## src/sv/assert_macros.svh

```systemverilog
// Assertion helpers shared by the RTL.
`ifndef ASSERT_MACROS_SVH
`define ASSERT_MACROS_SVH

`ifndef NO_ASSERTIONS

// Same-cycle implication.
`define SCTA_ASSERT_IMP(label, clk, rst, ante, cons) \
   label: assert property (@(posedge clk) disable iff (rst) (ante) |-> (cons)) \
      else $error("assertion failed");

// Next-cycle implication.
`define SCTA_ASSERT_NXT(label, clk, rst, ante, cons) \
   label: assert property (@(posedge clk) disable iff (rst) (ante) |=> (cons)) \
      else $error("assertion failed");

`else

`define SCTA_ASSERT_IMP(label, clk, rst, ante, cons)
`define SCTA_ASSERT_NXT(label, clk, rst, ante, cons)

`endif

`endif

```

## src/sv/scta_pkg.sv

```systemverilog
package scta_pkg;

   localparam int TIME_BITS  = 16;
   localparam int CHAN_W     = 4;
   localparam int HIT_W      = 4;
   localparam int MEAN_W     = 17;
   localparam int COUNT_W    = 4;
   localparam int CSR_ADDR_W = 1;
   localparam int CSR_DATA_W = 16;

   // Register indexes.
   localparam logic [CSR_ADDR_W-1:0] REG_WINDOW_LOW  = 1'd0;
   localparam logic [CSR_ADDR_W-1:0] REG_WINDOW_HIGH = 1'd1;

   localparam logic [TIME_BITS-1:0] WINDOW_LOW_RESET  = 16'h0000;
   localparam logic [TIME_BITS-1:0] WINDOW_HIGH_RESET = 16'hFFFF;

   // Stages between a keep-pass read and its accumulation.
   localparam int KEEP_LAT = 4;

   typedef struct packed {
      logic [CHAN_W-1:0]    channel;
      logic [HIT_W-1:0]     hit_index;
      logic [TIME_BITS-1:0] hit_time;
      logic                 event_end;
   } req_type;

   typedef struct packed {
      logic signed [MEAN_W-1:0] clipped_mean;
      logic [COUNT_W-1:0]       used_count;
      logic [COUNT_W-1:0]       kept_count;
   } rsp_type;

   typedef struct packed {
      logic clear_sum;
      logic rd_sum;
      logic calc_nq;
      logic calc_spread;
      logic calc_lim;
      logic clear_keep;
      logic rd_keep;
      logic div_load;
      logic div_step;
      logic clear_store;
      logic load_out;
   } ctl_cmd_type;

endpackage

```

## src/sv/sigma_clipped_clock_time_average.sv

```systemverilog
// Hits without the end mark are taken one per cycle and stored per channel.
// An end-of-event hit starts a pass over the channels for sums, a second pass
// through a 4-stage keep test, then a bit-serial divide of TIME_BITS+clog2 bits;
// rsp_valid rises once the divide ends and the output register is free.
// No hit is taken during that work; one may be taken while a result waits.
// Synchronous reset clears the store, sets the window to 0..65535, no result pending.
`include "assert_macros.svh"

module sigma_clipped_clock_time_average #(
   parameter int CHANNELS  = 14,
   parameter int HITS_USED = 8
) (
   input  logic                            clock,
   input  logic                            reset,
   input  logic                            req_valid,
   output logic                            req_ready,
   input  scta_pkg::req_type               req_data,
   output logic                            rsp_valid,
   input  logic                            rsp_ready,
   output scta_pkg::rsp_type               rsp_data,
   input  logic                            csr_we,
   input  logic [scta_pkg::CSR_ADDR_W-1:0] csr_addr,
   input  logic [scta_pkg::CSR_DATA_W-1:0] csr_wdata
);

   localparam int ADDR_W = (CHANNELS > 1) ? $clog2(CHANNELS) : 1;

   scta_pkg::ctl_cmd_type cmd;
   logic [ADDR_W-1:0]     rd_addr;
   logic                  req_accept;

   assign req_accept = req_valid && req_ready;

   scta_ctrl #(
      .CHANNELS (CHANNELS)
   ) u_ctrl (
      .clock     (clock),
      .reset     (reset),
      .req_valid (req_valid),
      .req_end   (req_data.event_end),
      .req_ready (req_ready),
      .rsp_valid (rsp_valid),
      .rsp_ready (rsp_ready),
      .cmd       (cmd),
      .rd_addr   (rd_addr)
   );

   scta_dp #(
      .CHANNELS  (CHANNELS),
      .HITS_USED (HITS_USED)
   ) u_dp (
      .clock      (clock),
      .reset      (reset),
      .req_accept (req_accept),
      .req_data   (req_data),
      .csr_we     (csr_we),
      .csr_addr   (csr_addr),
      .csr_wdata  (csr_wdata),
      .cmd        (cmd),
      .rd_addr    (rd_addr),
      .rsp_data   (rsp_data)
   );

   `SCTA_ASSERT_NXT(a_end_stalls_input, clock, reset, req_accept && req_data.event_end, !req_ready)
   `SCTA_ASSERT_IMP(a_result_after_work, clock, reset, $rose(rsp_valid), $past(!req_ready))

endmodule

```

## src/sv/scta_ctrl.sv

```systemverilog
module scta_ctrl #(
   parameter int CHANNELS = 14
) (
   input  logic                                  clock,
   input  logic                                  reset,
   input  logic                                  req_valid,
   input  logic                                  req_end,
   output logic                                  req_ready,
   output logic                                  rsp_valid,
   input  logic                                  rsp_ready,
   output scta_pkg::ctl_cmd_type                 cmd,
   output logic [((CHANNELS > 1) ? $clog2(CHANNELS) : 1)-1:0] rd_addr
);

   localparam int ADDR_W = (CHANNELS > 1) ? $clog2(CHANNELS) : 1;
   localparam int N_W    = $clog2(CHANNELS + 1);
   localparam int S_W    = scta_pkg::TIME_BITS + N_W;
   localparam int CNT_W  = $clog2(((CHANNELS > S_W) ? CHANNELS : S_W) + 1);

   typedef enum logic [3:0] {
      ST_IDLE,
      ST_SUM,
      ST_SUM_DRAIN,
      ST_NQ,
      ST_SPREAD,
      ST_LIM,
      ST_KEEP,
      ST_KEEP_DRAIN,
      ST_DIV_START,
      ST_DIV,
      ST_DONE
   } state_type;

   state_type        state_ff;
   logic [CNT_W-1:0] cnt_ff;
   logic             rsp_valid_ff;
   logic             rsp_valid_in;
   logic             out_free;

   assign req_ready = (state_ff == ST_IDLE);
   assign rsp_valid = rsp_valid_ff;
   assign rd_addr   = cnt_ff[ADDR_W-1:0];
   assign out_free  = !rsp_valid_ff || rsp_ready;

   // set on a new result, hold while the consumer stalls, drop once taken
   assign rsp_valid_in = ((state_ff == ST_DONE) && out_free) || (rsp_valid_ff && !rsp_ready);

   always_comb begin
      cmd = '0;
      case (state_ff)
         ST_IDLE:       cmd.clear_sum = req_valid && req_end;
         ST_SUM:        cmd.rd_sum = 1'b1;
         ST_NQ:         cmd.calc_nq = 1'b1;
         ST_SPREAD:     cmd.calc_spread = 1'b1;
         ST_LIM: begin
            cmd.calc_lim   = 1'b1;
            cmd.clear_keep = 1'b1;
         end
         ST_KEEP:       cmd.rd_keep = 1'b1;
         ST_DIV_START: begin
            cmd.div_load    = 1'b1;
            cmd.clear_store = 1'b1;
         end
         ST_DIV:        cmd.div_step = 1'b1;
         ST_DONE:       cmd.load_out = out_free;
         default:       cmd = '0;
      endcase
   end

   always_ff @(posedge clock) begin
      if (reset) begin
         state_ff     <= ST_IDLE;
         cnt_ff       <= '0;
         rsp_valid_ff <= 1'b0;
      end else begin
         rsp_valid_ff <= rsp_valid_in;
         case (state_ff)
            ST_IDLE: begin
               if (req_valid && req_end) begin
                  state_ff <= ST_SUM;
                  cnt_ff   <= '0;
               end
            end
            ST_SUM: begin
               if (cnt_ff == CNT_W'(CHANNELS - 1)) begin
                  state_ff <= ST_SUM_DRAIN;
                  cnt_ff   <= '0;
               end else begin
                  cnt_ff <= cnt_ff + 1'b1;
               end
            end
            ST_SUM_DRAIN:  state_ff <= ST_NQ;
            ST_NQ:         state_ff <= ST_SPREAD;
            ST_SPREAD:     state_ff <= ST_LIM;
            ST_LIM: begin
               state_ff <= ST_KEEP;
               cnt_ff   <= '0;
            end
            ST_KEEP: begin
               if (cnt_ff == CNT_W'(CHANNELS - 1)) begin
                  state_ff <= ST_KEEP_DRAIN;
                  cnt_ff   <= '0;
               end else begin
                  cnt_ff <= cnt_ff + 1'b1;
               end
            end
            ST_KEEP_DRAIN: begin
               // wait for the last read to reach the keep accumulator
               if (cnt_ff == CNT_W'(scta_pkg::KEEP_LAT - 1)) begin
                  state_ff <= ST_DIV_START;
                  cnt_ff   <= '0;
               end else begin
                  cnt_ff <= cnt_ff + 1'b1;
               end
            end
            ST_DIV_START: begin
               state_ff <= ST_DIV;
               cnt_ff   <= '0;
            end
            ST_DIV: begin
               if (cnt_ff == CNT_W'(S_W - 1)) begin
                  state_ff <= ST_DONE;
                  cnt_ff   <= '0;
               end else begin
                  cnt_ff <= cnt_ff + 1'b1;
               end
            end
            ST_DONE: begin
               // hold the result until the output register is free
               if (out_free) begin
                  state_ff <= ST_IDLE;
               end
            end
            default: state_ff <= ST_IDLE;
         endcase
      end
   end

endmodule

```

## src/sv/scta_dp.sv

```systemverilog
module scta_dp #(
   parameter int CHANNELS  = 14,
   parameter int HITS_USED = 8
) (
   input  logic                                  clock,
   input  logic                                  reset,
   input  logic                                  req_accept,
   input  scta_pkg::req_type                     req_data,
   input  logic                                  csr_we,
   input  logic [scta_pkg::CSR_ADDR_W-1:0]       csr_addr,
   input  logic [scta_pkg::CSR_DATA_W-1:0]       csr_wdata,
   input  scta_pkg::ctl_cmd_type                 cmd,
   input  logic [((CHANNELS > 1) ? $clog2(CHANNELS) : 1)-1:0] rd_addr,
   output scta_pkg::rsp_type                     rsp_data
);

   localparam int T_W    = scta_pkg::TIME_BITS;
   localparam int ADDR_W = (CHANNELS > 1) ? $clog2(CHANNELS) : 1;
   localparam int N_W    = $clog2(CHANNELS + 1);
   localparam int S_W    = T_W + N_W;
   localparam int SQ_W   = 2 * T_W;
   localparam int Q_W    = 2 * T_W + N_W;
   localparam int P_W    = 2 * S_W;
   localparam int L_W    = P_W + 4;

   // window registers
   logic [T_W-1:0] win_lo_ff;
   logic [T_W-1:0] win_hi_ff;

   always_ff @(posedge clock) begin
      if (reset) begin
         win_lo_ff <= scta_pkg::WINDOW_LOW_RESET;
         win_hi_ff <= scta_pkg::WINDOW_HIGH_RESET;
      end else if (csr_we) begin
         case (csr_addr)
            scta_pkg::REG_WINDOW_LOW:  win_lo_ff <= csr_wdata;
            scta_pkg::REG_WINDOW_HIGH: win_hi_ff <= csr_wdata;
            default: ;
         endcase
      end
   end

   // per-channel selection store
   logic [T_W-1:0]    sel_mem [CHANNELS];
   logic [CHANNELS-1:0] vld_ff;
   logic [T_W-1:0]    rd_data_ff;
   logic              rd_vld_ff;
   logic              hit_take;
   logic [ADDR_W-1:0] wr_addr;

   assign wr_addr  = ADDR_W'(req_data.channel);
   assign hit_take = req_accept
                     && (32'(req_data.channel) < CHANNELS)
                     && (32'(req_data.hit_index) < HITS_USED)
                     && (req_data.hit_time >= win_lo_ff)
                     && (req_data.hit_time <= win_hi_ff);

   always_ff @(posedge clock) begin
      if (hit_take) begin
         sel_mem[wr_addr] <= req_data.hit_time;
      end
      rd_data_ff <= sel_mem[rd_addr];
   end

   always_ff @(posedge clock) begin
      if (reset || cmd.clear_store) begin
         vld_ff <= '0;
      end else if (hit_take) begin
         vld_ff[wr_addr] <= 1'b1;
      end
      rd_vld_ff <= vld_ff[rd_addr];
   end

   logic x_nz;
   assign x_nz = rd_vld_ff && (rd_data_ff != '0);

   // pass one: sum, sum of squares, count
   logic           tag_sum_ff;
   logic [S_W-1:0] s_ff;
   logic [Q_W-1:0] q_ff;
   logic [N_W-1:0] n_ff;
   logic [2*T_W-1:0] sq_w;

   assign sq_w = SQ_W'(rd_data_ff) * SQ_W'(rd_data_ff);

   always_ff @(posedge clock) begin
      if (reset) begin
         tag_sum_ff <= 1'b0;
      end else begin
         tag_sum_ff <= cmd.rd_sum;
      end
   end

   always_ff @(posedge clock) begin
      if (cmd.clear_sum) begin
         s_ff <= '0;
         q_ff <= '0;
         n_ff <= '0;
      end else if (tag_sum_ff && x_nz) begin
         s_ff <= s_ff + S_W'(rd_data_ff);
         q_ff <= q_ff + Q_W'(sq_w);
         n_ff <= n_ff + 1'b1;
      end
   end

   // spread and threshold: 9 * (n*Q - S*S)
   logic [P_W-1:0] nq_w;
   logic [P_W-1:0] ss_w;
   logic [P_W-1:0] nq_ff;
   logic [P_W-1:0] ss_ff;
   logic [P_W-1:0] spread_ff;
   logic [L_W-1:0] lim_w;
   logic [L_W-1:0] lim_ff;

   assign nq_w  = P_W'(n_ff) * P_W'(q_ff);
   assign ss_w  = P_W'(s_ff) * P_W'(s_ff);
   assign lim_w = (L_W'(spread_ff) << 3) + L_W'(spread_ff);

   always_ff @(posedge clock) begin
      if (cmd.calc_nq) begin
         nq_ff <= nq_w;
         ss_ff <= ss_w;
      end
      if (cmd.calc_spread) begin
         spread_ff <= nq_ff - ss_ff;
      end
      if (cmd.calc_lim) begin
         lim_ff <= lim_w;
      end
   end

   // pass two: keep test pipeline
   logic           tag_keep_ff;
   logic           vb_ff, vc_ff, vd_ff;
   logic [T_W-1:0] xb_ff, xc_ff, xd_ff;
   logic [S_W-1:0] nx_w;
   logic [S_W-1:0] nx_ff;
   logic [S_W-1:0] d_ff;
   logic [P_W-1:0] dd_w;
   logic [P_W-1:0] dd_ff;
   logic           keep;
   logic [S_W-1:0] ksum_ff;
   logic [N_W-1:0] kn_ff;

   assign nx_w = S_W'(n_ff) * S_W'(rd_data_ff);
   assign dd_w = P_W'(d_ff) * P_W'(d_ff);
   assign keep = vd_ff && ((L_W'(dd_ff) << 2) < lim_ff);

   always_ff @(posedge clock) begin
      if (reset) begin
         tag_keep_ff <= 1'b0;
         vb_ff       <= 1'b0;
         vc_ff       <= 1'b0;
         vd_ff       <= 1'b0;
      end else begin
         tag_keep_ff <= cmd.rd_keep;
         vb_ff       <= tag_keep_ff && x_nz;
         vc_ff       <= vb_ff;
         vd_ff       <= vc_ff;
      end
   end

   always_ff @(posedge clock) begin
      xb_ff <= rd_data_ff;
      nx_ff <= nx_w;
      xc_ff <= xb_ff;
      d_ff  <= (nx_ff >= s_ff) ? (nx_ff - s_ff) : (s_ff - nx_ff);
      xd_ff <= xc_ff;
      dd_ff <= dd_w;
   end

   always_ff @(posedge clock) begin
      if (cmd.clear_keep) begin
         ksum_ff <= '0;
         kn_ff   <= '0;
      end else if (keep) begin
         ksum_ff <= ksum_ff + S_W'(xd_ff);
         kn_ff   <= kn_ff + 1'b1;
      end
   end

   // restoring divider, one quotient bit per step
   logic [S_W-1:0] dvd_ff;
   logic [N_W-1:0] rem_ff;
   logic [N_W:0]   rem_sh;
   logic           q_bit;
   logic [N_W:0]   rem_nx;

   assign rem_sh = {rem_ff, dvd_ff[S_W-1]};
   assign q_bit  = (rem_sh >= {1'b0, kn_ff});
   assign rem_nx = q_bit ? (rem_sh - {1'b0, kn_ff}) : rem_sh;

   always_ff @(posedge clock) begin
      if (cmd.div_load) begin
         dvd_ff <= ksum_ff;
         rem_ff <= '0;
      end else if (cmd.div_step) begin
         dvd_ff <= {dvd_ff[S_W-2:0], q_bit};
         rem_ff <= rem_nx[N_W-1:0];
      end
   end

   // output register
   logic signed [scta_pkg::MEAN_W-1:0] mean_w;
   scta_pkg::rsp_type                  rsp_ff;

   assign mean_w = (kn_ff == '0) ? '1 : $signed(scta_pkg::MEAN_W'(dvd_ff));

   always_ff @(posedge clock) begin
      if (cmd.load_out) begin
         rsp_ff.clipped_mean <= mean_w;
         rsp_ff.used_count   <= scta_pkg::COUNT_W'(n_ff);
         rsp_ff.kept_count   <= scta_pkg::COUNT_W'(kn_ff);
      end
   end

   assign rsp_data = rsp_ff;

endmodule

```

## config.mk

```make
export PLATFORM = sky130hd
export DESIGN_NAME = sigma_clipped_clock_time_average
export DESIGN_NICKNAME = d
export VERILOG_FILES = /design/src/sv/scta_pkg.sv /design/src/sv/sigma_clipped_clock_time_average.sv /design/src/sv/scta_ctrl.sv /design/src/sv/scta_dp.sv
export VERILOG_INCLUDE_DIRS = /design/src /design/src/sv
export SDC_FILE = /design/constraint.sdc
export NUM_CORES = 2
export LEC_CHECK = 0
export BUFFER_PORTS_ARGS = -buffer_cell sky130_fd_sc_hd__buf_2
export CORE_UTILIZATION = 60
export CTS_CLUSTER_SIZE = 12
export DETAILED_ROUTE_END_ITERATION = 10
export HOLD_SLACK_MARGIN = 0.08
export PLACE_DENSITY = 0.79
export SETUP_SLACK_MARGIN = 0.4
export SKIP_CTS_REPAIR_TIMING = 1
export SYNTH_ARGS = -nofsm -noshare
export SYNTH_HDL_FRONTEND = slang
export SYNTH_HIERARCHICAL = 1
export SYNTH_SLANG_ARGS = --single-unit
```

## constraint.sdc

```tcl
create_clock -name clock -period 7.1 [get_ports clock]
set_input_delay 1.065 -clock clock [delete_from_list [all_inputs] [get_ports clock]]
set_output_delay 1.065 -clock clock [all_outputs]
set_load 0.05 [all_outputs]
```

**After elaboration in Yosys (flattened, before gate mapping)**

Memory sizes are Yosys's and may differ from the RTL's. A register that Yosys moved wholly into a read port is not among the register bits.
Cells that the tools add are included.

- Flip-flop bits (word level): 487
- Bits in latches: 0
- RAM bits: 224
- ROM bits: 0
- Input bits: 47
- Output and inout port bits: 27
- Word-level logic and storage cells: 140
- Memories: 1

- $add $sub $neg: 11
- $mul: 5
- Divide/modulo/power cells: 0
- Magnitude comparators: 10
- Equal/unequal tests: 19
- Shift-type cells: 0
- Muxes and demuxes: 31
- Bitwise logic cells: 2
- Reduce and logical (&&, ||, !) cells: 29

Memory list:

| memory | words | width | rd ports | clocked after Yosys merged registers in | wr ports | RTL line | RTL |
|---|---|---|---|---|---|---|---|
| u_dp.sel_mem | 14 | 16 | 1 | 1 | 1 | scta_dp.sv:44 | `logic [T_W-1:0] sel_mem [CHANNELS];` |

Operator list:

| cell | count |
|---|---|
| multiplier 20 x 20 -> 40 bit | 2 |
| two-way mux 20 bit | 3 |
| adder 43 x 40 -> 44 bit | 1 |
| less-than comparator 42 x 44 -> 1 bit | 1 |
| case mux 4 bit (11 select lines) | 1 |
| adder 20 x 16 -> 20 bit | 2 |
| multiplier 4 x 36 -> 40 bit | 1 |
| subtractor 20 bit | 2 |
| subtractor 40 bit | 1 |
| adder 36 x 32 -> 36 bit | 1 |
| multiplier 16 x 16 -> 32 bit | 1 |
| two-way mux 4 bit | 7 |
| case mux 5 bit (5 select lines) | 1 |
| >= comparator 20 bit | 1 |
| multiplier 4 x 16 -> 20 bit | 1 |
| two-way mux 5 bit | 4 |
| equality test 4 x 3 -> 1 bit, second input constant | 4 |
| >= comparator 16 bit | 1 |
| <= comparator 16 bit | 1 |
| nonzero test 16 bit | 1 |
| OR 14 bit | 1 |
| logical AND 1 bit | 13 |
| equality test 4 bit, second input constant | 3 |
| two-way mux 1 bit | 12 |
| other kinds (25) | 41 |

**Longest topological paths before layout**

- Word-level depth: 8
- Gate-level depth with buffers: 28
- Gate-level depth less buffers: 25

**Cells and area by module**

The synthesis kept the hierarchy.

Modules (own cells, without submodules):

| module | instances | cells each | area an instance (µm²) | sequential area each (µm²) |
|---|---|---|---|---|
| scta_dp | 1 | 7,063 | 70,338.7 | 18,637.9 |
| scta_ctrl | 1 | 95 | 828.3 | 200.2 |
| sigma_clipped_clock_time_average | 1 | 1 | 6.3 | 0.0 |

**Worst setup path before layout**

Ideal clock, no wire load.

- Kind: reg2reg
- Start point: reg u_dp.s_ff[2]
- End point: reg u_dp.ss_ff[38], data pin
- Setup time: 0.257 ns
- Arrival: 6.706 ns
- Data required time: 6.843 ns
- Slack: 0.137 ns
- Cell stages (with the launch flop): 25
- Period minus slack after synthesis: 6.963 ns
- Cell sequence: dfxtp_1 clkbuf_1 buf_1 nand2_1 inv_1 fa_1 fa_1 inv_1 fa_1 inv_1 fa_1 fa_1 fa_1 fa_1 ha_1 clkbuf_1 nand2_1 o21ai_0 or2_2 o31ai_4 o31a_2 o21ai_2 a221o_1 a21o_1 xor2_1

- Cells in the longest elaborated chain, start to end: 1

RTL lines:

| item | RTL line | RTL |
|---|---|---|
| from (decl) | scta_dp.sv:79 | `logic [S_W-1:0] s_ff;` |
| from (signal assigned) | scta_dp.sv:100 | `s_ff <= s_ff + S_W'(rd_data_ff);` |
| multiplier 20 x 20 -> 40 bit | scta_dp.sv:116 | `assign ss_w = P_W'(s_ff) * P_W'(s_ff);` |
| via u_dp.ss_w[38] | scta_dp.sv:108 | `logic [P_W-1:0] ss_w;` |
| to (signal assigned) | scta_dp.sv:122 | `ss_ff <= ss_w;` |
| to (decl) | scta_dp.sv:110 | `logic [P_W-1:0] ss_ff;` |

The timed path passes the listed nets, and every way through them passes these cells.
A chain may end at the register's enable or synchronous reset.

**Worst setup path in the final report**

- Start point: reg u_dp.s_ff[0]
- End point: reg u_dp.ss_ff[36], data pin

Same word-level chain as after synthesis.

==> flow_summary.yaml <==
status:
  status: "finished, final reports clean"
final_layout:
  ff_latch_area_sq_mm: 0.0189
  areaGrowthSynthToFinish_pct: 9.58
  multi_input_area_sq_mm: 0.0468
  nets: 8898
  fillers: 8680
  drive_gt1_share_pct: 10.9
sta:
  holdWs_ns: 0.321
  rsz0062_at_grt: "yes"
  clock_skew_ns: 0.0456
  setup_ws_ns: 0.368
  period_share_pct: 94.8
  tns_ns: 0
  slew_viol_final: 0
  max_freq_ghz: 0.149
  hold_viol: 0
  min_period_ns: 6.73
  setup_violations: 0
  slew_headroom_pct: 20.8
  worst_pin_slew_ns: 1.19
placed_design:
  io_buffers: 70
  hpwl_mm: 132
  gp_congestion: 0.943
  place_ws_ns: 0.148
worst_setup_path:
  rr_worst_depth: 23
  crit_family: "adder cells"
  cpMaxStageDelayCell: "fa_1"
  r2r_slack_ns: 0.37
  rr_startpoint: "u_dp/s_ff[0]"
  worstPathMaxFanout: 7
  cp.required_ns: 7.52
  startpoint_type: "flop"
  crit_top_cell: "fa_1"
  rr_endpoint: "u_dp/ss_ff[36]"
  critPathBufInv: 5
  slowest_delay_ns: 0.55
  cp-end-kind: "flop"
  crit_arrival_ns: 7.15
  critPathKind: "flop to flop"
  crit_path_cell_trace: "clkinvlp_4 > buf_12 > nor2_1 > inv_1 > fa_1 > fa_1 > inv_1 > fa_1 > fa_1 > fa_1 > fa_1 > fa_1 > ha_4 > and4_2 > and3_1 > nand2_1 > a211oi_2 > nor2_2 > o21ai_2 > nor4b_4 > a2111oi_2 > buf_4 > xnor2_1"
logic_synthesis:
  yosysWarnings: 6
  synth_top_family_by_area: "adder cells"
  synth_most_common_cell: "inv_1"
  syn_area_per_cell_sq_um: 9.94
  synthAdderAreaFrac_pct: 36.4
  synthTopCellsByArea: "fa_1 (24%), edfxtp_1 (18%), ha_1 (12%)"
  synth_top_area_share_pct: 24.0
  synth_ff_type: "edfxtp_1"
  synth_cell_types: 104
  synth-seq-cells: 725
  synth_common_cells: "inv_1 (1367), fa_1 (852), ha_1 (706), nand2_1 (669), edfxtp_1 (432)"
  synth_mux_area_share_pct: 3.32
  synth_area_sq_mm: 0.0712
  syn_nets: 8764
  yosysTopAreaCell: "fa_1"
  synth-seq-area-share_pct: 26.5
  synth_edf_count: 432
  synth_cells: 7159
  synth-compound-area-share_pct: 10.3
  synth-xor-area-share_pct: 3.57
  synthArstFlopShare_pct: 0
  synth-simple-area-share_pct: 11.2
flow_run:
  drv_cap: 0
route:
  remaining_drc_errors: 0
  firstDrtPassIters: 6
  ant_nets: 0
  drtIter0Drc: 3737
  wl_per_cell_um: 19.4
  dr_total_vias: 51900
  vias_per_cell: 5.85
  wirelength_mm: 173
die:
  coreArea_sq_mm: 0.117
  die_h_um: 346
  num_rows: 125
  die-area_sq_mm: 0.120
  fp.dieW_um: 346
  start_util_pct: 60.9
  boundaryPins: 74
min_path:
  min_from: "u_dp/xc_ff[13]"
  min_to: "u_dp/xd_ff[13]"
  hold_depth: 0
  min_path_type: "flop to flop"
clock_tree:
  cts-root-buf: "clkbuf_16"
  htree_levels: 3
  clk_pin_slew_ns: 0.07
  clk_latency_ns: 0.68
  cts.path.max_buffers: 3
  cts_tree: "yes"
  cts_buffers: 80
  cts.sinks: 725
global_route:
  overflow: 0
  grtUsageTotal_pct: 29.0
  antenna_found_initial: 2
  grt_pass1_wl_mm: 278
  grt_pass1_vias: 53800
  grt_max_degree: 64
pwr:
  leakage_nw: 38.7
  p_total_mw: 29.6
  peakVddDrop_mv: 1.56
  p_per_area_mw_per_mm2: 380
## sequential cells by signal, summed over array words and instances (netlist names), 5 cells and up
signal,flops
u_dp/dd_ff,39
u_dp/nq_ff,40
u_dp/win_lo_ff,16
u_dp/xd_ff,16
u_dp/d_ff,20
u_dp/xb_ff,16
u_dp/xc_ff,16
u_dp/rd_data_ff,16
u_dp/lim_ff,44
u_dp/ksum_ff,20
u_dp/nx_ff,20
u_dp/spread_ff,40
u_dp/dvd_ff,20
u_dp/rsp_data,25
u_dp/s_ff,20
u_ctrl/cnt_ff,5
u_dp/vld_ff,14
u_dp/sel_mem,224
u_dp/q_ff,36
u_dp/win_hi_ff,16
u_dp/ss_ff,39
## where the power goes
group          internal (mW)  total (mW)  switching, mW  leakage, nW
combinational           8.44        20.3           11.9         31.2
sequential              4.82        5.13          0.309         6.27
clock                   2.37        4.18           1.81         1.27
total                   15.6        29.6           14.0         38.7
## cells in the final DEF, fill, tap and decap left out, types with 32 or more instances in the layout
cell       Yosys  layout
nor2b_1       55      54
nor3_1        72      63
mux2_2        43      43
fa_1         852     834
mux4_2        67      67
nand2b_1      44      44
clkbuf_16      0      85
mux2i_1       36      36
and3_1        54      53
o21bai_1      37      37
clkbuf_1     239      35
xor2_1        89      87
inv_1       1367    1354
and2_1       187     184
nor2_1       333     304
a211oi_1      42      38
a31oi_1       40      38
o21ai_0      147     143
a21oi_1      354     349
a21o_1       214     214
edfxtp_1     432     432
nand4_1       51      51
o21a_1        57      57
buf_4          7     214
nand2_1      669     652
ha_1         706     691
xnor2_1      201     201
nand3_1       86      85
or2_2         33      32
dfxtp_1      293     248
buf_2          8      71
## how the worst max path moves through the flow
stage	from	end	slack, ns	cells after the start
2_1_floorplan	u_dp/s_ff[2]	u_dp/ss_ff[38]	0.41	23
3_5_place_dp	u_dp/s_ff[9]	u_dp/ss_ff[38]	0.15	21
3_3_place_gp	u_dp/s_ff[9]	u_dp/ss_ff[36]	0.23	22
6_report	u_dp/s_ff[0]	u_dp/ss_ff[36]	0.37	23
5_1_grt	u_dp/s_ff[0]	u_dp/ss_ff[36]	0.28	23
4_1_cts	u_dp/s_ff[9]	u_dp/ss_ff[33]	0.09	21
## metal layers
layer  wire (um)  share of wire (%)  up-vias  GRT usage (%)
met5          13             0.0075        -              0
met4        7400                4.3        2           11.2
met3       12100                7.0      458           4.08
met2       84700                 49     1983           49.7
met1       68400                 40    25800           37.1
li1            -                  -    23700              -
## stage by stage
stage / std cells / util, % / area (sq um)
finish: 8885 / 66.8 / 78000
global route: 8884 / 66.8 / 78000
detailed placement: 8690 / 63.4 / 74100
floorplan: 7159 / - / 71200
global placement: 8690 / 63.4 / 74100
CTS: 8839 / 65.7 / 76700
## cells by family after synthesis
| kind of cell | after synthesis |
|---|---|
| fa+ha+maj | 1558 |
| mux | 147 |
| compound gates | 1111 |
| simple gates | 1685 |
| xor+xnor | 290 |
| buf+inv | 1643 |
| flops | 725 |
## cell type report
type                    instances  area share [%]
flip-flops and latches        725            24.3
clock buffers                 123            2.89
diodes                          1         0.00321
well taps                    1524            2.45
clock inverters                26           0.476
inverters                    1376            6.65
multi-input cells            4791            60.0
repair buffers                319            3.26
Power figures use the tool's default switching activity.
